<file path="src/rtl/esfm_pkg.sv">
`default_nettype none

package esfm_pkg;

    localparam int SAMPLE_W          = 16;
    localparam int COL_W             = 12;
    localparam int CFG_W             = 13;
    localparam int HALF_WINDOW       = 8;
    localparam int HIST_DEPTH        = 2 * HALF_WINDOW - 1;
    localparam int MARGIN_EXTRA      = 10;
    localparam int MIN_LINE_LENGTH   = 37;
    localparam int LINE_LENGTH_RESET = 1024;

    // a + c runs from 1 to 2*HALF_WINDOW-2
    localparam int NUM_SUMS = 2 * HALF_WINDOW - 2;

    // width of the counter of trailing columns flushed after the final sample of a line
    localparam int FLUSH_W = $clog2(HALF_WINDOW);

    localparam int TDATA_W = ((COL_W + SAMPLE_W + 7) / 8) * 8;
    localparam int PAD_W   = TDATA_W - COL_W - SAMPLE_W;

    // floor(x/d) = (x * (floor(2^24/d) + 1)) >> 24, exact for 16-bit x and d <= 14
    localparam int RECIP_SHIFT = 24;
    localparam int RECIP_W     = RECIP_SHIFT + 1;
    localparam int PROD_W      = SAMPLE_W + RECIP_W;
    localparam logic [RECIP_W-1:0] RECIP_ONE = RECIP_W'(1) << RECIP_SHIFT;

    localparam logic [RECIP_W-1:0] RECIP [NUM_SUMS] = '{
        RECIP_ONE / 1  + RECIP_W'(1),
        RECIP_ONE / 2  + RECIP_W'(1),
        RECIP_ONE / 3  + RECIP_W'(1),
        RECIP_ONE / 4  + RECIP_W'(1),
        RECIP_ONE / 5  + RECIP_W'(1),
        RECIP_ONE / 6  + RECIP_W'(1),
        RECIP_ONE / 7  + RECIP_W'(1),
        RECIP_ONE / 8  + RECIP_W'(1),
        RECIP_ONE / 9  + RECIP_W'(1),
        RECIP_ONE / 10 + RECIP_W'(1),
        RECIP_ONE / 11 + RECIP_W'(1),
        RECIP_ONE / 12 + RECIP_W'(1),
        RECIP_ONE / 13 + RECIP_W'(1),
        RECIP_ONE / 14 + RECIP_W'(1)
    };

    typedef logic [SAMPLE_W-1:0] sample_t;
    typedef logic [COL_W-1:0]    col_t;

    // per-sample control carried down the pipeline
    typedef struct packed {
        logic emit;       // sample completes a column result
        logic line_done;  // final sample of the line
        logic win;        // column lies inside the measured span
        col_t col;
    } tok_t;

endpackage

`default_nettype wire

</file>
<file path="src/rtl/esfm_divide.sv">
`default_nettype none

module esfm_divide (
    input  wire logic              clk,
    input  wire logic              rst_n,
    input  wire logic              in_valid,
    output logic                   in_ready,
    input  wire esfm_pkg::sample_t peak [esfm_pkg::NUM_SUMS],
    input  wire esfm_pkg::tok_t    in_tok,
    output logic                   out_valid,
    input  wire logic              out_ready,
    output esfm_pkg::sample_t      quot [esfm_pkg::NUM_SUMS],
    output esfm_pkg::tok_t         out_tok
);

    logic                        valid_reg, valid_next;
    esfm_pkg::sample_t           quot_reg [esfm_pkg::NUM_SUMS];
    logic [esfm_pkg::PROD_W-1:0] prod     [esfm_pkg::NUM_SUMS];
    esfm_pkg::tok_t              tok_reg;
    logic                        take;

    assign in_ready  = !valid_reg || out_ready;
    assign take      = in_valid && in_ready;
    assign out_valid = valid_reg;
    assign out_tok   = tok_reg;

    // divide by a+c through a reciprocal multiply; no correction step needed at these widths
    always_comb
    begin
        for (int s = 0; s < esfm_pkg::NUM_SUMS; s++)
        begin
            prod[s] = esfm_pkg::PROD_W'(peak[s]) * esfm_pkg::PROD_W'(esfm_pkg::RECIP[s]);
            quot[s] = quot_reg[s];
        end
    end

    always_comb
    begin
        valid_next = valid_reg;
        if (take)
        begin
            valid_next = 1'b1;
        end
        else if (out_ready)
        begin
            valid_next = 1'b0;
        end
    end

    always_ff @(posedge clk or negedge rst_n)
    begin
        if (!rst_n)
        begin
            valid_reg <= 1'b0;
        end
        else
        begin
            valid_reg <= valid_next;
        end
    end

    always_ff @(posedge clk)
    begin
        if (take)
        begin
            tok_reg <= in_tok;
            for (int s = 0; s < esfm_pkg::NUM_SUMS; s++)
            begin
                quot_reg[s] <= prod[s][esfm_pkg::RECIP_SHIFT +: esfm_pkg::SAMPLE_W];
            end
        end
    end

endmodule

`default_nettype wire

</file>
<file path="config.mk">
export PLATFORM = sky130hd
export DESIGN_NAME = esfm_divide
export DESIGN_NICKNAME = d
export VERILOG_FILES = /design/src/rtl/esfm_pkg.sv /design/src/rtl/esfm_divide.sv
export SDC_FILE = /design/constraint.sdc
export NUM_CORES = 2
export LEC_CHECK = 0
export BUFFER_PORTS_ARGS = -buffer_cell sky130_fd_sc_hd__buf_2
export CAP_MARGIN = 20
export CORE_MARGIN = 2
export CORE_UTILIZATION = 35
export CTS_CLUSTER_DIAMETER = 150
export CTS_CLUSTER_SIZE = 20
export DETAILED_ROUTE_END_ITERATION = 10
export PLACE_DENSITY_LB_ADDON = 0.15
export SYNTH_ARGS = -nofsm -noshare
export SYNTH_HDL_FRONTEND = slang
export SYNTH_SLANG_ARGS = --single-unit
</file>
<file path="constraint.sdc">
create_clock -name clk -period 10.55 [get_ports clk]
set_input_delay 2.6375 -clock clk [delete_from_list [all_inputs] [get_ports clk]]
set_output_delay 2.6375 -clock clk [all_outputs]
set_load 0.005 [all_outputs]
</file>
==> qor.yml <==
status:
  status: "complete, no violations"
synth:
  synth_area_leaders: "ha_1 32%, fa_1 32%, edfxtp_1 13%"
  ys_types: 72
  synth-async-reset-ratio_pct: 0.478
  yosys.area.top_type: "ha_1"
  synth_top_area_share_pct: 32.1
  netlist_top_cells_count: "1,351 x inv_1, 1,235 x ha_1, 757 x fa_1"
  synth-seq-cells: 209
  ys.flop_type: "edfxtp_1"
  synth.most_common_cell: "inv_1"
  yosys_warnings: 0
  ys_seq_area_share_pct: 13.0
  avgSynthCellArea_um2: 10.6
  synth_edf_count: 208
  syn-cell-area_mm2: 0.0481
  netlist_instances: 4520
sta:
  finalCritPeriodShare_pct: 80.0
  rsz0062_at_grt: "false"
  max_freq_ghz: 0.119
  worst_pin_slew_ns: 0.871
  fin_ws_ns: 2.11
  final.min_clock_period_ns: 8.44
  drv_slew: 0
  finalSetupViolations: 0
  relSlewSlack_pct: 42.0
  hold_viol: 0
  finalClockSkew_ns: 0.0217
  fin_tns_setup_ns: 0
job:
  max_cap_violations: 0
power_and_ir_drop:
  cellLeakagePower_uw: 0.0293
  power_density_mw_per_mm2: 308
  peakVddDrop_v: 0.000306
critical_path:
  crit_chain: "buf_2 > inv_1 > fa_1 > inv_1 > fa_1 > fa_1 > inv_1 > fa_1 > fa_1 > fa_1 > inv_1 > ha_1 > a211oi_1 > o21ai_0 > o221ai_1 > and3b_1 > a21oi_1 > and4_1 > o41ai_2 > mux2i_1 > o2111ai_1"
  cp_common_cell: "fa_1"
  cp-start-kind: "input port"
  crit_path_max_fanout: 7
  crit_type: "input port to register"
  cp_top_family: "adder cells"
  worstSetupEndpointType: "register"
  slowest_delay_ns: 0.68
  crit_buf_inv: 5
  cp_data_arrival_time_ns: 8.71
  cp_slowest_cell: "fa_1"
  cp_data_required_time_ns: 10.83
floorplan:
  io_pins: 484
  die_area_mm2: 0.140
  start_util_pct: 35.1
  placementRows: 136
  dieWidth_um: 375
  die_y_um: 375
  core_mm2: 0.137
hold_path:
  hold_path_class: "register to register"
detailed_routing:
  drt_iter0_markers: 909
  remaining_drc_errors: 0
  antenna_left: 0
  vias_per_cell: 4.55
  via_count: 30932
  wl_per_cell_um: 16.2
  dr.pass1.iters: 5
  routed_wl_um: 110000
clock_tree:
  cts_hold_buf: 0
  cts_buffers: 19
  htree_levels: 1
  cts-root-buf: "clkbuf_16"
  post-cts-setup-buffers: 0
  cts_resized: 0
  clock_path_buffers: 3
  clock_latency_ns: 0.56
  cts_tree: "yes"
  cts.clk_slew.worst_paths_ns: 0.09
  clock-sinks: 209
placement:
  port_buffers: 446
  dp_hpwl_um: 102000
  gp_congestion: 0.866
  dp_slack_ns: 1.46
cells_and_area:
  utilization_pct: 38.8
  largest_reg_flops: 193
  drive_gt1_share_pct: 10.1
  area_growth_pct: 10.5
  final_net_count: 7225
global_routing:
  grt_remaining_overflow: 0
  grt_pass1_wl_um: 182000
  antenna_found_initial: 20
  grt_use_total_pct: 16.4
  first_global_vias: 33784
  grt_max_degree: 62
[cells in the final DEF, fill, tap and decap left out, types with 11 or more instances in the layout]
cell type / netlist / layout
nand2_1: 75 / 75
o21bai_1: 15 / 15
xnor2_1: 83 / 83
nand2b_1: 12 / 12
o21ai_0: 66 / 66
nand4_1: 42 / 42
nor2b_1: 12 / 12
nor2_1: 72 / 72
nand3_1: 32 / 32
buf_2: 0 / 446
a21oi_1: 151 / 151
inv_1: 1351 / 1351
and3_1: 20 / 20
o21a_1: 12 / 12
conb_1: 1 / 31
a211oi_1: 18 / 18
xor2_1: 52 / 52
a21o_1: 88 / 88
nor3_1: 33 / 33
o211ai_1: 11 / 11
clkbuf_16: 0 / 19
edfxtp_1: 208 / 208
ha_1: 1235 / 1235
fa_1: 757 / 757
[logic make-up (layout without fill, tap and decap cells)]
logic type      Yosys count  in the layout  share of synthesized area, %
xor+xnor                135            135                          2.46
flops                   209            209                          13.0
mux                       1              1                        0.0208
other cells               1             35                       0.00780
simple gates            345            345                          3.69
fa+ha+maj              1992           1992                          63.7
buf+inv                1383           1833                          11.0
compound gates          454            454                          6.09
[layer usage]
metal | global-route usage [%] | vias up | wire [um]
met5 | 0 | - | 152
met1 | 21.4 | 15014 | 48800
met4 | 2.36 | 24 | 1410
li1 | - | 15455 | -
met2 | 28.7 | 363 | 54400
met3 | 3.05 | 76 | 5610
[path summary, 6_finish.rpt]
path | start | to | slack [ns] | depth (start not counted)
max in group asynchronous | rst_n | out_valid | 8.63 | 1
setup / recovery | peak[29] | quot_reg[1][76] | 2.11 | 21
min in group asynchronous | rst_n | out_valid | 1.83 | 1
hold reg to reg | out_valid | out_valid | 0.54 | 2
hold / removal | out_valid | out_valid | 0.54 | 2
setup reg to reg | out_valid | quot_reg[1][7] | 8.25 | 3
[per-stage QoR]
step	hold slack (ns)	instances	power, uW	cell area (um2)
final	0.543	6798	16400	53100
after global routing	0.616	6796	18900	53100
after CTS	0.553	6794	16800	53100
after detailed placement	0.529	6763	15800	52500
after global placement	0.522	6763	15800	52500
after floorplan	0.537	4550	12100	48200
[area by class of cell]
| class | instances | area [um2] |
|---|---|---|
| fillers | 13764 | 83900 |
| multi-input cells | 2958 | 36600 |
| flip-flops and latches | 209 | 6270 |
| inverters | 1351 | 5070 |
| repair buffers | 451 | 2270 |
| well taps | 1794 | 2240 |
| clock buffers | 19 | 475 |
| clock inverters | 12 | 160 |
| diodes | 4 | 10.0 |
[worst min-delay path, stage by stage, from the launching register on]
cell      delay (ns)
dfrtp_1         0.35
nand2b_1        0.09
nand2b_1        0.07
[where the power goes]
| part | internal, uW | switching [uW] |
|---|---|---|
| Sequential | 1620 | 89.5 |
| Combinational | 5980 | 7910 |
| Clock | 376 | 402 |
Note: power is estimated with default switching activity, not from simulation.
