[src/rtl/esfm_pkg.sv]
`default_nettype none

package esfm_pkg;

    localparam int SAMPLE_W          = 16;
    localparam int COL_W             = 12;
    localparam int CFG_W             = 13;
    localparam int HALF_WINDOW       = 8;
    localparam int HIST_DEPTH        = 2 * HALF_WINDOW - 1;
    localparam int MARGIN_EXTRA      = 10;
    localparam int MIN_LINE_LENGTH   = 37;
    localparam int LINE_LENGTH_RESET = 1024;

    // a + c runs from 1 to 2*HALF_WINDOW-2
    localparam int NUM_SUMS = 2 * HALF_WINDOW - 2;

    // width of the counter of trailing columns flushed after the final sample of a line
    localparam int FLUSH_W = $clog2(HALF_WINDOW);

    localparam int TDATA_W = ((COL_W + SAMPLE_W + 7) / 8) * 8;
    localparam int PAD_W   = TDATA_W - COL_W - SAMPLE_W;

    // floor(x/d) = (x * (floor(2^24/d) + 1)) >> 24, exact for 16-bit x and d <= 14
    localparam int RECIP_SHIFT = 24;
    localparam int RECIP_W     = RECIP_SHIFT + 1;
    localparam int PROD_W      = SAMPLE_W + RECIP_W;
    localparam logic [RECIP_W-1:0] RECIP_ONE = RECIP_W'(1) << RECIP_SHIFT;

    localparam logic [RECIP_W-1:0] RECIP [NUM_SUMS] = '{
        RECIP_ONE / 1  + RECIP_W'(1),
        RECIP_ONE / 2  + RECIP_W'(1),
        RECIP_ONE / 3  + RECIP_W'(1),
        RECIP_ONE / 4  + RECIP_W'(1),
        RECIP_ONE / 5  + RECIP_W'(1),
        RECIP_ONE / 6  + RECIP_W'(1),
        RECIP_ONE / 7  + RECIP_W'(1),
        RECIP_ONE / 8  + RECIP_W'(1),
        RECIP_ONE / 9  + RECIP_W'(1),
        RECIP_ONE / 10 + RECIP_W'(1),
        RECIP_ONE / 11 + RECIP_W'(1),
        RECIP_ONE / 12 + RECIP_W'(1),
        RECIP_ONE / 13 + RECIP_W'(1),
        RECIP_ONE / 14 + RECIP_W'(1)
    };

    typedef logic [SAMPLE_W-1:0] sample_t;
    typedef logic [COL_W-1:0]    col_t;

    // per-sample control carried down the pipeline
    typedef struct packed {
        logic emit;       // sample completes a column result
        logic line_done;  // final sample of the line
        logic win;        // column lies inside the measured span
        col_t col;
    } tok_t;

endpackage

`default_nettype wire

[src/rtl/esfm_window.sv]
`default_nettype none

module esfm_window #(
    parameter int MAX_LINE_LENGTH = 4096
) (
    input  wire logic                      clk,
    input  wire logic                      rst_n,
    input  wire logic                      cfg_wr_en,
    input  wire logic [esfm_pkg::CFG_W-1:0] cfg_wr_data,
    input  wire logic                      in_valid,
    output logic                           in_ready,
    input  wire esfm_pkg::sample_t         in_sample,
    output logic                           out_valid,
    input  wire logic                      out_ready,
    output esfm_pkg::sample_t              hist [esfm_pkg::HIST_DEPTH],
    output esfm_pkg::tok_t                 tok
);

    localparam int CNT_W = $clog2(MAX_LINE_LENGTH);
    localparam int LEN_W = (CNT_W + 1 > esfm_pkg::CFG_W) ? CNT_W + 1 : esfm_pkg::CFG_W;

    logic [esfm_pkg::CFG_W-1:0] line_length_reg;
    logic [CNT_W-1:0]           count_reg, count_next;
    logic                       valid_reg, valid_next;
    esfm_pkg::sample_t          hist_reg [esfm_pkg::HIST_DEPTH];
    esfm_pkg::tok_t             tok_reg, tok_next;

    logic             accept;
    logic [LEN_W-1:0] len_raw, len_eff, n_ext, p_full;

    assign in_ready  = !valid_reg || out_ready;
    assign accept    = in_valid && in_ready;
    assign out_valid = valid_reg;
    assign tok       = tok_reg;

    always_comb
    begin
        for (int i = 0; i < esfm_pkg::HIST_DEPTH; i++)
        begin
            hist[i] = hist_reg[i];
        end
    end

    // saturate the programmed length
    always_comb
    begin
        len_raw = LEN_W'(line_length_reg);
        if (len_raw < LEN_W'(esfm_pkg::MIN_LINE_LENGTH))
        begin
            len_eff = LEN_W'(esfm_pkg::MIN_LINE_LENGTH);
        end
        else if (len_raw > LEN_W'(MAX_LINE_LENGTH))
        begin
            len_eff = LEN_W'(MAX_LINE_LENGTH);
        end
        else
        begin
            len_eff = len_raw;
        end
    end

    always_comb
    begin
        n_ext  = LEN_W'(count_reg);
        p_full = n_ext - LEN_W'(esfm_pkg::HALF_WINDOW - 1);

        tok_next.emit      = n_ext >= LEN_W'(esfm_pkg::HALF_WINDOW - 1);
        tok_next.line_done = n_ext >= len_eff - LEN_W'(1);
        tok_next.win       = (n_ext >= LEN_W'(2 * esfm_pkg::HALF_WINDOW
                                               + esfm_pkg::MARGIN_EXTRA - 1))
                          && (n_ext + LEN_W'(esfm_pkg::MARGIN_EXTRA + 1) < len_eff);
        tok_next.col       = p_full[esfm_pkg::COL_W-1:0];

        count_next = tok_next.line_done ? '0 : count_reg + CNT_W'(1);

        valid_next = valid_reg;
        if (accept)
        begin
            valid_next = 1'b1;
        end
        else if (out_ready)
        begin
            valid_next = 1'b0;
        end
    end

    always_ff @(posedge clk or negedge rst_n)
    begin
        if (!rst_n)
        begin
            line_length_reg <= esfm_pkg::CFG_W'(esfm_pkg::LINE_LENGTH_RESET);
            count_reg       <= '0;
            valid_reg       <= 1'b0;
            tok_reg         <= '0;
            for (int i = 0; i < esfm_pkg::HIST_DEPTH; i++)
            begin
                hist_reg[i] <= '0;
            end
        end
        else
        begin
            valid_reg <= valid_next;
            if (cfg_wr_en)
            begin
                line_length_reg <= cfg_wr_data;
            end
            if (accept)
            begin
                count_reg   <= count_next;
                tok_reg     <= tok_next;
                hist_reg[0] <= in_sample;
                for (int i = 1; i < esfm_pkg::HIST_DEPTH; i++)
                begin
                    hist_reg[i] <= hist_reg[i-1];
                end
            end
        end
    end

endmodule

`default_nettype wire

[config.mk]
export PLATFORM = sky130hd
export DESIGN_NAME = esfm_window
export DESIGN_NICKNAME = d
export VERILOG_FILES = /design/src/rtl/esfm_pkg.sv /design/src/rtl/esfm_window.sv
export SDC_FILE = /design/constraint.sdc
export NUM_CORES = 1
export LEC_CHECK = 0
export BUFFER_PORTS_ARGS = -buffer_cell sky130_fd_sc_hd__buf_2
export CAP_MARGIN = 20
export CORE_MARGIN = 4
export CORE_UTILIZATION = 50
export DETAILED_ROUTE_END_ITERATION = 12
export PLACE_DENSITY_LB_ADDON = 0.1
export SYNTH_ARGS = -nofsm -noshare
export SYNTH_HDL_FRONTEND = slang
export SYNTH_SLANG_ARGS = --single-unit
[constraint.sdc]
create_clock -name clk -period 4.1 [get_ports clk]
set_clock_uncertainty 0.2 [all_clocks]
set_input_delay 0.82 -clock clk [delete_from_list [all_inputs] [get_ports clk]]
set_output_delay 0.82 -clock clk [all_outputs]
set_load 0.01 [all_outputs]
==> key figures <==
Clocking
  – Clock buffer count from CTS: 31
  – H-tree levels: 1
  – CTS Sinks: 281
  – Worst-Skew Late Latency: 540 ps
  – CTS tree: built
  – Clock buffer depth: 3
  – Clk pin slew, worst setup/hold paths: 60 ps
  – Root Driver: clkbuf_16
  – Post-CTS Setup Repair Bufs: 0

Floorplan
  – Die Width: 162 um
  – Core box area: 23,400 um2
  – IO Count: 291
  – Initial core utilization: 50.8%
  – Die Height: 162 um
  – Rows: 56
  – Die Area: 26,300 um2

Drt
  – Vias per cell: 4.94
  – Total vias in the final route: 9,660
  – Wire length per cell: 15.9 um
  – Post-route ant nets: 0
  – DR iter-0 viols: 632
  – Initial DRT Pass Iterations: 4
  – DRT Wirelength: 31,000 um
  – # DRC: 0

STA
  – Final number of setup-violating endpoints: 0
  – Hold slack: 103 ps
  – FMAX: 273 MHz
  – RSZ-0062 raised after global routing: false
  – Fin Setup TNS: 0 ps
  – Max Slew Vio Count: 0
  – Final Critical Period: 3660 ps
  – Slew headroom: 46.9%
  – Final Hold Viols: 0
  – Period Utilization, post-route: 89.2%
  – Worst Tran Pin Value: 797 ps

Yosys
  – Synth Warn #: 0
  – Synthesized net count: 1,408
  – Number of synthesized register bits: 281
  – Synthesized area per cell: 8.83 um2
  – Post-Syn Instances: 1,346
  – Cell variety after synth: 51
  – Post-synth EDFFs: 0
  – Asr flop ratio synth: 100%
  – Mapped Area: 11,900 um2
  – Seq/Total Area, Yosys: 59.2%
  – Ys flop type: dfrtp_1

Cells and area
  – Footprint of the multi-input gates: 4530 um2
  – Max reg flops: 240
  – Nets: 1,674
  – Register area: 7030 um2
  – Number of diodes: 0
  – Fill cells: 2,117
  – Commonest non-fill, non-tap cells in the layout: 763 x nand2_1, 289 x buf_2, 280 x dfrtp_1
  – Area grow syn2layout: 23.9%
  – Most common cell after layout, fill and taps aside: nand2_1
  – Share of layout cells above drive strength 1: 23.4%

Pwr
  – Sw Pwr: 2730 uW
  – Sw Share: 31.7%
  – Leakage: 0.00853 uW
  – Cell Pwr Density: 585 nW/um2
  – Combinational share of power: 22.1%
  – Clock power share: 33.5%
  – VDD IR max: 0.000475 V
  – Internal power: 5890 uW
  – Seq pwr share: 44.4%

Setup path
  – Critical path class: register to register
  – Arr. time, crit path: 3910 ps
  – Worst EP required: 4360 ps
  – CP Capture Type: register
  – Element type at the critical path start: register
  – CP Max Fanout: 11

Global route
  – Gr usage total: 23.4%
  – Remaining global-route overflow: 0
  – Vias in the first global route: 9,490
  – First-pass GRT wire length: 50,200 um
  – Initial antenna violation count: 0
  – Largest net degree at the start of global routing: 105

Placement
  – Detailed Place HPWL: 21,600 um
  – Port buffer count: 290
  – Global placer's final weighted congestion: 0.860

Job
  – Max-Cap Viols: 0

Hold path
  – Min-delay worst type: primary input to async pin

Run status
  – Status: completed
==> cell families after synthesis <==
logic type / after synthesis / share of synthesized area, %
compound gates: 71 / 3.71
xor+xnor: 33 / 2.43
fa+ha+maj: 29 / 3.04
buf+inv: 82 / 2.90
flops: 281 / 59.2
mux: 12 / 1.14
simple gates: 838 / 27.6
==> power groups by stage <==
stage	clock [uW]	sequential, uW	combinational (uW)
after detailed placement	0	3870	1930
after global placement	0	3860	1890
after floorplan	0	4030	752
final	2890	3830	1900
after CTS	2950	3830	1930
after global routing	3090	3920	2140
==> cells in the mapped netlist (all sizes together), types with 2 or more instances <==
master | n | share of area, %
a211oi | 2 | 0.17
nand4 | 5 | 0.26
o21a | 5 | 0.33
nand2b | 5 | 0.26
clkbuf | 51 | 1.6
o211ai | 5 | 0.32
dfrtp | 280 | 59
a21o | 2 | 0.13
and3 | 7 | 0.37
nor4 | 3 | 0.21
xnor2 | 22 | 1.6
buf | 23 | 1.0
nand3 | 11 | 0.46
mux2 | 12 | 1.1
nor3 | 12 | 0.55
a21oi | 22 | 1.0
o22ai | 2 | 0.11
nand2 | 764 | 24
inv | 8 | 0.25
nor2 | 24 | 0.76
ha | 28 | 2.9
xor2 | 11 | 0.81
o21ai | 24 | 1.0
==> path summary, 6_finish.rpt <==
path                                         from                        to  slack (ps)  depth (start not counted)
max reg2reg                len_raw[9]$_DFFE_PN0P_  count_reg[4]$_DFFE_PN0P_         440                         16
min in group clk                     in_sample[9]     hist[233]$_DFFE_PN0P_         260                          3
max                        len_raw[9]$_DFFE_PN0P_  count_reg[4]$_DFFE_PN0P_         440                         16
min reg2reg                  hist[12]$_DFFE_PN0P_      hist[12]$_DFFE_PN0P_         270                          2
min                                         rst_n    len_raw[4]$_DFFE_PN0P_         100                          1
max in group asynchronous                   rst_n       tok[14]$_DFFE_PN0P_        2700                          2
==> metal layers <==
| layer | track usage, % | vias to the layer above | share of wire [%] |
|---|---|---|---|
| met1 | 30.1 | 4630 | 41 |
| li1 | - | 4744 | - |
| met2 | 39.6 | 243 | 50 |
| met5 | 0 | - | 0 |
| met4 | 5.27 | 0 | 2.1 |
| met3 | 6.67 | 43 | 7.3 |
==> metrics by stage <==
step                std cells  setup slack, ps  power, uW  utilization [%]  cell area, um2
floorplan                1346              458       4780                -           11900
global placement         1898              121       5750             58.2           13600
detailed placement       1898             78.5       5800             58.2           13600
CTS                      1954             37.9       8720             62.8           14700
global route             1954             43.2       9140             62.9           14700
finish                   1954              442       8620             62.9           14700
==> timing repair <==
action,in CTS,in global routing
setup endpoints to repair,0,11
endpoints found under the hold margin,0,0
resized for setup,0,5
hold buffers,0,0
==> critical path, stage by stage, from the launching register on <==
cell      delay [ps]
dfrtp_1          410
nor2_1           190
nand3_1          150
a21o_1           220
nor2_1           310
a21oi_1          110
nand2_1          120
ha_1             250
o21ai_1          130
and3b_1          240
xor2_1           160
ha_1             260
a22oi_1          150
o211ai_1         130
a21oi_2          240
nor2_4           120
o211ai_1         180
==> area by class of cell <==
type	instances	share of cell area (%)
flip-flops and latches	281	47.8
multi-input cells	983	30.8
repair buffers	307	11.2
clock buffers	45	6.04
well taps	319	2.71
clock inverters	11	1.27
inverters	8	0.204
(Power assumes the default switching activity.)
