===== src/rtl/esfm_pkg.sv =====
`default_nettype none

package esfm_pkg;

    localparam int SAMPLE_W          = 16;
    localparam int COL_W             = 12;
    localparam int CFG_W             = 13;
    localparam int HALF_WINDOW       = 8;
    localparam int HIST_DEPTH        = 2 * HALF_WINDOW - 1;
    localparam int MARGIN_EXTRA      = 10;
    localparam int MIN_LINE_LENGTH   = 37;
    localparam int LINE_LENGTH_RESET = 1024;

    // a + c runs from 1 to 2*HALF_WINDOW-2
    localparam int NUM_SUMS = 2 * HALF_WINDOW - 2;

    // width of the counter of trailing columns flushed after the final sample of a line
    localparam int FLUSH_W = $clog2(HALF_WINDOW);

    localparam int TDATA_W = ((COL_W + SAMPLE_W + 7) / 8) * 8;
    localparam int PAD_W   = TDATA_W - COL_W - SAMPLE_W;

    // floor(x/d) = (x * (floor(2^24/d) + 1)) >> 24, exact for 16-bit x and d <= 14
    localparam int RECIP_SHIFT = 24;
    localparam int RECIP_W     = RECIP_SHIFT + 1;
    localparam int PROD_W      = SAMPLE_W + RECIP_W;
    localparam logic [RECIP_W-1:0] RECIP_ONE = RECIP_W'(1) << RECIP_SHIFT;

    localparam logic [RECIP_W-1:0] RECIP [NUM_SUMS] = '{
        RECIP_ONE / 1  + RECIP_W'(1),
        RECIP_ONE / 2  + RECIP_W'(1),
        RECIP_ONE / 3  + RECIP_W'(1),
        RECIP_ONE / 4  + RECIP_W'(1),
        RECIP_ONE / 5  + RECIP_W'(1),
        RECIP_ONE / 6  + RECIP_W'(1),
        RECIP_ONE / 7  + RECIP_W'(1),
        RECIP_ONE / 8  + RECIP_W'(1),
        RECIP_ONE / 9  + RECIP_W'(1),
        RECIP_ONE / 10 + RECIP_W'(1),
        RECIP_ONE / 11 + RECIP_W'(1),
        RECIP_ONE / 12 + RECIP_W'(1),
        RECIP_ONE / 13 + RECIP_W'(1),
        RECIP_ONE / 14 + RECIP_W'(1)
    };

    typedef logic [SAMPLE_W-1:0] sample_t;
    typedef logic [COL_W-1:0]    col_t;

    // per-sample control carried down the pipeline
    typedef struct packed {
        logic emit;       // sample completes a column result
        logic line_done;  // final sample of the line
        logic win;        // column lies inside the measured span
        col_t col;
    } tok_t;

endpackage

`default_nettype wire


===== src/rtl/esfm_output.sv =====
`default_nettype none

module esfm_output (
    input  wire logic              clk,
    input  wire logic              rst_n,
    input  wire logic              in_valid,
    output logic                   in_ready,
    input  wire esfm_pkg::sample_t quot [esfm_pkg::NUM_SUMS],
    input  wire esfm_pkg::tok_t    in_tok,
    output logic                   out_valid,
    input  wire logic              out_ready,
    output esfm_pkg::col_t         out_col,
    output esfm_pkg::sample_t      out_focus,
    output logic                   out_last
);

    localparam int SPLIT = esfm_pkg::NUM_SUMS / 2;

    logic                         valid_reg, valid_next;
    logic [esfm_pkg::FLUSH_W-1:0] flush_reg, flush_next;
    esfm_pkg::col_t               col_reg, col_next;
    esfm_pkg::sample_t            focus_reg, focus_next;
    logic                         last_reg, last_next;

    esfm_pkg::sample_t best_lo, best_hi, best;
    logic              take;

    assign in_ready  = !valid_reg || (out_ready && flush_reg == '0);
    assign take      = in_valid && in_ready;
    assign out_valid = valid_reg;
    assign out_col   = col_reg;
    assign out_focus = focus_reg;
    assign out_last  = last_reg;

    // two parallel compare chains, then one final compare
    always_comb
    begin
        best_lo = quot[0];
        best_hi = quot[SPLIT];
        for (int i = 1; i < SPLIT; i++)
        begin
            if (quot[i] > best_lo)
            begin
                best_lo = quot[i];
            end
        end
        for (int i = SPLIT + 1; i < esfm_pkg::NUM_SUMS; i++)
        begin
            if (quot[i] > best_hi)
            begin
                best_hi = quot[i];
            end
        end
        best = (best_hi > best_lo) ? best_hi : best_lo;
    end

    always_comb
    begin
        valid_next = valid_reg;
        flush_next = flush_reg;
        col_next   = col_reg;
        focus_next = focus_reg;
        last_next  = last_reg;

        // advance through the trailing zero columns, or drop the word once taken
        if (valid_reg && out_ready)
        begin
            if (flush_reg != '0)
            begin
                col_next   = col_reg + esfm_pkg::COL_W'(1);
                focus_next = '0;
                last_next  = (flush_reg == esfm_pkg::FLUSH_W'(1));
                flush_next = flush_reg - esfm_pkg::FLUSH_W'(1);
            end
            else
            begin
                valid_next = 1'b0;
            end
        end

        if (take && in_tok.emit)
        begin
            valid_next = 1'b1;
            col_next   = in_tok.col;
            focus_next = in_tok.win ? best : '0;
            last_next  = 1'b0;
            flush_next = in_tok.line_done ? esfm_pkg::FLUSH_W'(esfm_pkg::HALF_WINDOW - 1) : '0;
        end
    end

    always_ff @(posedge clk or negedge rst_n)
    begin
        if (!rst_n)
        begin
            valid_reg <= 1'b0;
            flush_reg <= '0;
        end
        else
        begin
            valid_reg <= valid_next;
            flush_reg <= flush_next;
        end
    end

    always_ff @(posedge clk)
    begin
        col_reg   <= col_next;
        focus_reg <= focus_next;
        last_reg  <= last_next;
    end

endmodule

`default_nettype wire


===== config.mk =====
export PLATFORM = sky130hd
export DESIGN_NAME = esfm_output
export DESIGN_NICKNAME = d
export VERILOG_FILES = /design/src/rtl/esfm_pkg.sv /design/src/rtl/esfm_output.sv
export SDC_FILE = /design/constraint.sdc
export NUM_CORES = 1
export LEC_CHECK = 0
export ABC_AREA = 1
export BUFFER_PORTS_ARGS = -buffer_cell sky130_fd_sc_hd__buf_2
export CAP_MARGIN = 20
export CORE_ASPECT_RATIO = 2
export CORE_MARGIN = 2
export CORE_UTILIZATION = 35
export DETAILED_ROUTE_END_ITERATION = 8
export SLEW_MARGIN = 25
export SYNTH_ARGS = -nofsm -noshare
export SYNTH_HDL_FRONTEND = slang
export SYNTH_SLANG_ARGS = --single-unit
export TNS_END_PERCENT = 5

===== constraint.sdc =====
create_clock -name clk -period 2.25 [get_ports clk]
set_input_delay 0.3375 -clock clk [delete_from_list [all_inputs] [get_ports clk]]
set_output_delay 0.3375 -clock clk [all_outputs]
set_load 0.005 [all_outputs]

==> results of run 1 <==
[timing repair]
action	4_1_cts	5_1_grt
setup buffers	15	31
resized for setup	57	198
hold endpoints to repair	4	0
pin swaps	30	109
cloned	6	6
setup endpoints to repair	16	18
hold buffers	1	0
[cell usage in the layout, fill, tap and decap left out, types with 4 or more instances in the layout]
cell type                   count
sky130_fd_sc_hd__o31ai_1        5
sky130_fd_sc_hd__o21bai_1      10
sky130_fd_sc_hd__buf_6         15
sky130_fd_sc_hd__a21oi_1       60
sky130_fd_sc_hd__diode_2       10
sky130_fd_sc_hd__buf_12        11
sky130_fd_sc_hd__and2_1         9
sky130_fd_sc_hd__o21ai_0       80
sky130_fd_sc_hd__nor3b_2        4
sky130_fd_sc_hd__nand3b_1      12
sky130_fd_sc_hd__nand4_1       19
sky130_fd_sc_hd__nand2_1      424
sky130_fd_sc_hd__o221a_2        4
sky130_fd_sc_hd__nor3_2         9
sky130_fd_sc_hd__nand2_4       20
sky130_fd_sc_hd__inv_1        145
sky130_fd_sc_hd__nor2_2        14
sky130_fd_sc_hd__ha_4          20
sky130_fd_sc_hd__a211oi_2       7
sky130_fd_sc_hd__nand3_1       90
sky130_fd_sc_hd__edfxtp_1      28
sky130_fd_sc_hd__clkbuf_16      8
sky130_fd_sc_hd__o21ai_2       43
sky130_fd_sc_hd__nand2_2       31
sky130_fd_sc_hd__o21ai_1       35
sky130_fd_sc_hd__and2_4         6
sky130_fd_sc_hd__buf_2        273
sky130_fd_sc_hd__nor2_1        88
sky130_fd_sc_hd__a211oi_1      10
sky130_fd_sc_hd__inv_2          7
sky130_fd_sc_hd__dfrtp_1        4
sky130_fd_sc_hd__buf_4        428
sky130_fd_sc_hd__a21oi_2        8
sky130_fd_sc_hd__ha_1         173
sky130_fd_sc_hd__nand3_2       13
sky130_fd_sc_hd__and3_1         5
[report_power, final]
part | leakage [nW] | internal (mW) | switching (mW) | total (mW)
Sequential | 0.328 | 1.02 | 0.138 | 1.16
Clock | 0.0801 | 0.523 | 0.249 | 0.772
Combinational | 7.96 | 10.4 | 10.2 | 20.6
[layer usage]
layer | GRT usage, % | wire length (um)
met1 | 30.8 | 14800
met2 | 36.2 | 15200
met3 | 1.44 | 1390
met4 | 5.22 | 602
met5 | 0 | 0
[metrics by stage]
stage / std cells / cell area [um2] / setup WS [ns] / hold WS, ns
after floorplan: 1454 / 9230 / -8.36 / 0.0419
after global placement: 2437 / 13800 / -9.04 / 0.146
after detailed placement: 2437 / 13800 / -9.06 / 0.149
after CTS: 2467 / 14300 / -8.34 / 0.333
after global routing: 2512 / 15500 / -9.30 / 0.356
final: 2514 / 15500 / -8.63 / 0.337
[layout make-up]
cell class | instances | share of cell area (%)
Clock buffer | 5 | 0.808
Tap cell | 340 | 2.75
Multi-Input combinational cell | 1234 | 53.1
Antenna cell | 10 | 0.162
Clock inverter | 3 | 0.299
Timing Repair Buffer | 734 | 32.9
Inverter | 155 | 3.80
Sequential cell | 33 | 6.20
[kinds of logic (layout without fill, tap and decap cells)]
| kind of cell | count (synthesis) | count (layout) | synth area share, % |
|---|---|---|---|
| simple gates | 751 | 759 | 36.4 |
| buf+inv | 195 | 897 | 8.44 |
| compound gates | 276 | 276 | 17.0 |
| other cells | 0 | 10 | 0 |
| fa+ha+maj | 194 | 194 | 27.0 |
| xor+xnor | 5 | 5 | 0.488 |
| flops | 33 | 33 | 10.7 |
[worst max-delay path by stage]
stage	end	slack (ns)	cells past startpoint	start
floorplan	out_focus[0]	-8.36	72	quot[217]
global placement	out_focus[12]	-9.04	67	quot[217]
detailed placement	out_focus[14]	-9.06	68	quot[217]
CTS	out_focus[9]	-8.34	73	quot[217]
global route	out_focus[8]	-9.30	65	quot[218]
finish	out_focus[3]	-8.63	66	quot[218]
[tightest hold or removal path: cells and delay by family]
family                 cells  cell delay, ns
buffers and inverters      1            0.08
AO/OA/AOI/OAI              1            0.06
AND/OR/NAND/NOR            1            0.04
==> metrics.txt, run 1 <==
Starting Density=35.3%; number of synthesized flops with an enable pin=28; Die Width=117 um; buffer depth of the longest clock path=2; synthesis warning total=0; IO Count=274; Final Power=22.5 mW; global-route wire length before repair=48800 um; top cell type by total area after synthesis=sky130_fd_sc_hd__ha_1; initial detailed-routing violation count=511; antenna-violating nets left=0; Die Y=231 um; post-detail-place hpwl=26700 um; max FFs per register=16; part of the cycle the worst path needs=484%; Mean Syn Cell Area=6.18 um2; number of antenna violations at the first check in global routing=9; Register Area=961 um2; post-synthesis cell type count=45; vias after detailed routing=11983; remaining routing DRC violations=0; violated checks=setup timing; post-synthesis instance total=1454; share of the synthesized area in the top cell type=27.0%; PD cells=1450 nW/um2; crit path buf inv count=12; Post-Synthesis Cell Area=8980 um2; most instantiated library cell after synthesis=sky130_fd_sc_hd__nand2_1; shortest clock period the worst path allows after layout=10.88 ns; Total Negative Setup Slacks=-137.53 ns; Final Util=60.9%; CTS root buf=sky130_fd_sc_hd__clkbuf_16; most frequently used flop master after synthesis=sky130_fd_sc_hd__edfxtp_1; row cnt=83; highest fanout seen on the critical path=14; leakage=8.37 nW; run status=finished, violations left; total of endpoints with negative setup slack in the final report=16; Post-Route WL=31900 um; Worst Hold Path EP=out_col[0]; worst-skew pair later-pin latency=0.28 ns; setup slack, reg-to-reg=0.27 ns; destination of the worst register-to-register timing path=out_col[10]; 1st-pass router iterations=5; category of cells accounting for the largest share of critical-path delay=simple AND/OR/NAND/NOR gates; worst reg2reg path startpoint=out_col[0]; Setup WS post-layout=-8.63 ns; global-route congestion overflow total=0; Worst path max stage delay=0.32 ns; Worst EP required=2.28 ns; number of H-tree branching levels=2; share of flip-flops with an asynchronous set or reset after synthesis=12.1%; synthesized netlist net count=1891; slew at the pin with the worst max-slew slack=0.389 ns; HP Class=in2reg; Reg2Reg Depth=11; count of nets after finishing=2600; Num CTS Buffers=5; maximum number of pins on one net before global-route repair=33; fmax=91.9 MHz; Yosys reg bits=33; share of cells above drive strength 1=43.9%; worst-path cell with the longest stage delay=sky130_fd_sc_hd__ha_1; clock tree from TritonCTS=built; unrepaired setup endpoints after global routing=yes; final weighted congestion in routability-driven placement=0.928; aggregate global-route resource usage=21.9%; count of final hold-check violations=0; worst hold path depth=3; IO buf count=273; synth cell count leaders=sky130_fd_sc_hd__nand2_1, sky130_fd_sc_hd__ha_1, sky130_fd_sc_hd__o21ai_0; worst voltage drop across the vdd grid=0.00121 V; total area of multi-input combinational cells=8220 um2; Filler Cell Count=2403; vias per std cell=4.77; final slew viol count=0; routed len/inst=12.7 um; kind of capture point of the worst setup path=flip-flop; vias in the first global route=10715; worst clock skew=0.00723 ns; headroom to the max-slew limit=73.8%; cells taking the most area after synthesis=sky130_fd_sc_hd__ha_1, sky130_fd_sc_hd__nand2_1, sky130_fd_sc_hd__edfxtp_1; critical path launch point type=input port; Worst EP arrival=10.91 ns; clock net sink count=33; Clk pin slew, worst setup/hold paths=0.06 ns; type of the worst setup path=in2reg; Worst Hold Launch=in_tok[0]; # Max-Cap Violations=0; area of the die=27000 um2; area growth from synthesis to layout=72.5%; area of the core region=25400 um2; proportion of synthesized chip area in sequential cells=10.7%
No activity file was read; power rests on OpenSTA's default activity.
==> run 2: changes to the inputs <==
BUFFER_PORTS_ARGS = -buffer_cell sky130_fd_sc_hd__buf_4   (was -buffer_cell sky130_fd_sc_hd__buf_2)
==> run 2 against run 1 <==
Compared with the run above:
- the flow still finishes with violations (setup timing)
- sequential power about the same
- sequential cell count unchanged
- total power down 13%
- largest cell class unchanged
- core utilization down 2.6 points
- cell count down 3.1%
- critical path type unchanged
- clock power up 16%
- routed wire length down 2.8%
- worst hold slack about the same
==> metrics.txt, run 2 (synthesis gave the netlist of run 1 again) <==
number of H-tree branching levels=2 (unchanged); Worst EP required=2.29 ns (about the same); Die Width=117 um (unchanged); Num CTS Buffers=5 (unchanged); count of nets after finishing=2531 (-2.7%); remaining routing DRC violations=0 (unchanged); global-route wire length before repair=49600 um (+1.7%); vias after detailed routing=11512 (-3.9%); area of the core region=25400 um2 (unchanged); termination of the worst setup path=out_focus[10]; cell mode on critical path=sky130_fd_sc_hd__nand2_1; row cnt=83 (unchanged); final slew viol count=0 (unchanged); critical path launch point type=input port; number of antenna violations at the first check in global routing=1 (-8); IO Count=274 (unchanged); total of endpoints with negative setup slack in the final report=16 (unchanged); Clk pin slew, worst setup/hold paths=0.05 ns (about the same); area growth from synthesis to layout=65.0%; Die Y=231 um (unchanged); Cell Area, Placed=14300 um2 (+3.2%); maximum number of pins on one net before global-route repair=33 (unchanged); initial detailed-routing violation count=427 (-16%); HP Class=in2reg; part of the cycle the worst path needs=491% (+7.1 points); slew at the pin with the worst max-slew slack=0.431 ns (+0.0418 ns); worst clock skew=0.00287 ns (-0.00436 ns); Placed Cells incl. Taps=2408 (-1.2%); antenna-violating nets left=0 (unchanged); startpoint of the most critical setup path=quot[87]; routed len/inst=12.7 um (+0.35%); post-detail-place hpwl=27300 um (+2.0%); share of cells above drive strength 1=36.4% (-7.5 points); setup slack, reg-to-reg=0.28 ns (about the same); count of final hold-check violations=0 (unchanged); violated checks=setup timing; crit path buf inv count=11 (-1); Reg2Reg Depth=13 (+2); Post-Route WL=31100 um (-2.8%); vias in the first global route=10843 (+1.2%); category of cells accounting for the largest share of critical-path delay=simple AND/OR/NAND/NOR gates; post-route cell area=14800 um2 (-4.3%); Worst EP arrival=11.08 ns (+0.17 ns); highest fanout seen on the critical path=18 (+4); final weighted congestion in routability-driven placement=0.943 (+1.7%); top library cells by usage in the layout, fill and taps aside=sky130_fd_sc_hd__buf_4, sky130_fd_sc_hd__nand2_1, sky130_fd_sc_hd__ha_1; headroom to the max-slew limit=71.0% (-2.8 points); run status=finished, violations left; max FFs per register=16 (unchanged); PD cells=1320 nW/um2 (-9.3%); shortest clock period the worst path allows after layout=11.04 ns (+0.160 ns); kind of capture point of the worst setup path=flip-flop; worst voltage drop across the vdd grid=0.000998 V (-18%); Filler Cell Count=2582 (+7.4%); CTS root buf=sky130_fd_sc_hd__clkbuf_16; clock net sink count=33 (unchanged); global-route congestion overflow total=0 (unchanged); instance count on the critical path=68 (+3.0%); # Max-Cap Violations=0 (unchanged); worst reg2reg path startpoint=out_col[0]; aggregate global-route resource usage=22.5% (+0.56 points); 1st-pass router iterations=5 (unchanged); most common cell after layout, fill and taps aside=sky130_fd_sc_hd__buf_4; destination of the worst register-to-register timing path=out_col[9]; type of the worst setup path=in2reg; post-layout instance count excluding filler cells=2436 (-3.1%); vias per std cell=4.73 (-0.85%); Setup WS post-layout=-8.79 ns (-0.160 ns); unrepaired setup endpoints after global routing=yes; clock tree from TritonCTS=built; buffer depth of the longest clock path=2 (unchanged); fmax=90.6 MHz (-1.4%); IO buf count=273 (unchanged); area of the die=27000 um2 (unchanged); leakage=8.12 nW (-3.0%); worst-skew pair later-pin latency=0.28 ns (about the same); Starting Density=35.3% (unchanged); worst-path cell with the longest stage delay=sky130_fd_sc_hd__or4_4; Worst path max stage delay=0.55 ns (+0.23 ns)
run 2: changes by cell type in the layout (fill, tap and decap cells not counted), sizes merged:
cell,change
clkinvlp,-2
buf,-63
nand2,-3
diode,-9
inv,+2
clkinv,-1
clkbuf,-3
bufinv,+1
run 2: repair_timing:
action,4_1_cts,5_1_grt
hold buffers,1,0
buffers inserted,8,5
pin swaps,12,14
endpoints found under the hold margin,4,0
cloned,3,2
setup endpoints to repair,16,17
resized for setup,24,31
run 2: layout make-up:
cell class	instances	area [um2]	share of cell area, %
well taps	340	425	2.87
flip-flops and latches	33	961	6.48
clock buffers	5	125	0.844
clock inverters	3	68.8	0.464
multi-input cells	1231	7550	50.9
repair buffers	668	5100	34.4
diodes	1	2.50	0.0169
inverters	155	586	3.95
run 2: layer usage:
layer	share of wire (%)	track usage, %	vias to the layer above
met4	2.2	5.15	0
met5	0	0	-
met1	47	31.7	4981
met3	4.6	1.60	39
li1	-	-	6223
met2	46	37.0	269
run 2: through the flow:
stage	utilization, %	hold WS [ns]	TNS [ns]	setup WS, ns	total power, mW
after CTS	57.6	0.338	-136.51	-8.61	19.1
after global placement	56.1	0.136	-149.14	-9.39	17.8
after global routing	58.2	0.354	-154.19	-9.71	21.9
after detailed placement	56.1	0.137	-151.09	-9.52	17.9
final	58.2	0.338	-139.72	-8.79	19.5
after floorplan	-	0.0419	-133.78	-8.36	11.0
run 2: worst min path at each step:
| stage | slack, ns | endpoint | startpoint | depth (start not counted) |
|---|---|---|---|---|
| after detailed placement | 0.14 | out_valid | rst_n | 1 |
| after global routing | 0.35 | out_col[1] | in_tok[1] | 3 |
| after CTS | 0.34 | out_col[1] | in_tok[1] | 3 |
| after global placement | 0.14 | out_valid | rst_n | 1 |
| final | 0.34 | out_col[1] | in_tok[1] | 3 |
| after floorplan | 0.04 | flush_reg[0] | rst_n | 0 |
run 2: tightest hold or removal path, stage by stage:
cell and delay [ns]:
sky130_fd_sc_hd__buf_4 0.08, sky130_fd_sc_hd__nand2_1 0.04, sky130_fd_sc_hd__nand2_1 0.05
run 2: where the power goes:
group | internal, mW | leakage [nW] | total, mW | switching (mW)
Clock | 0.638 | 0.0944 | 0.893 | 0.255
Sequential | 1.02 | 0.328 | 1.16 | 0.138
Combinational | 8.68 | 7.70 | 17.5 | 8.78
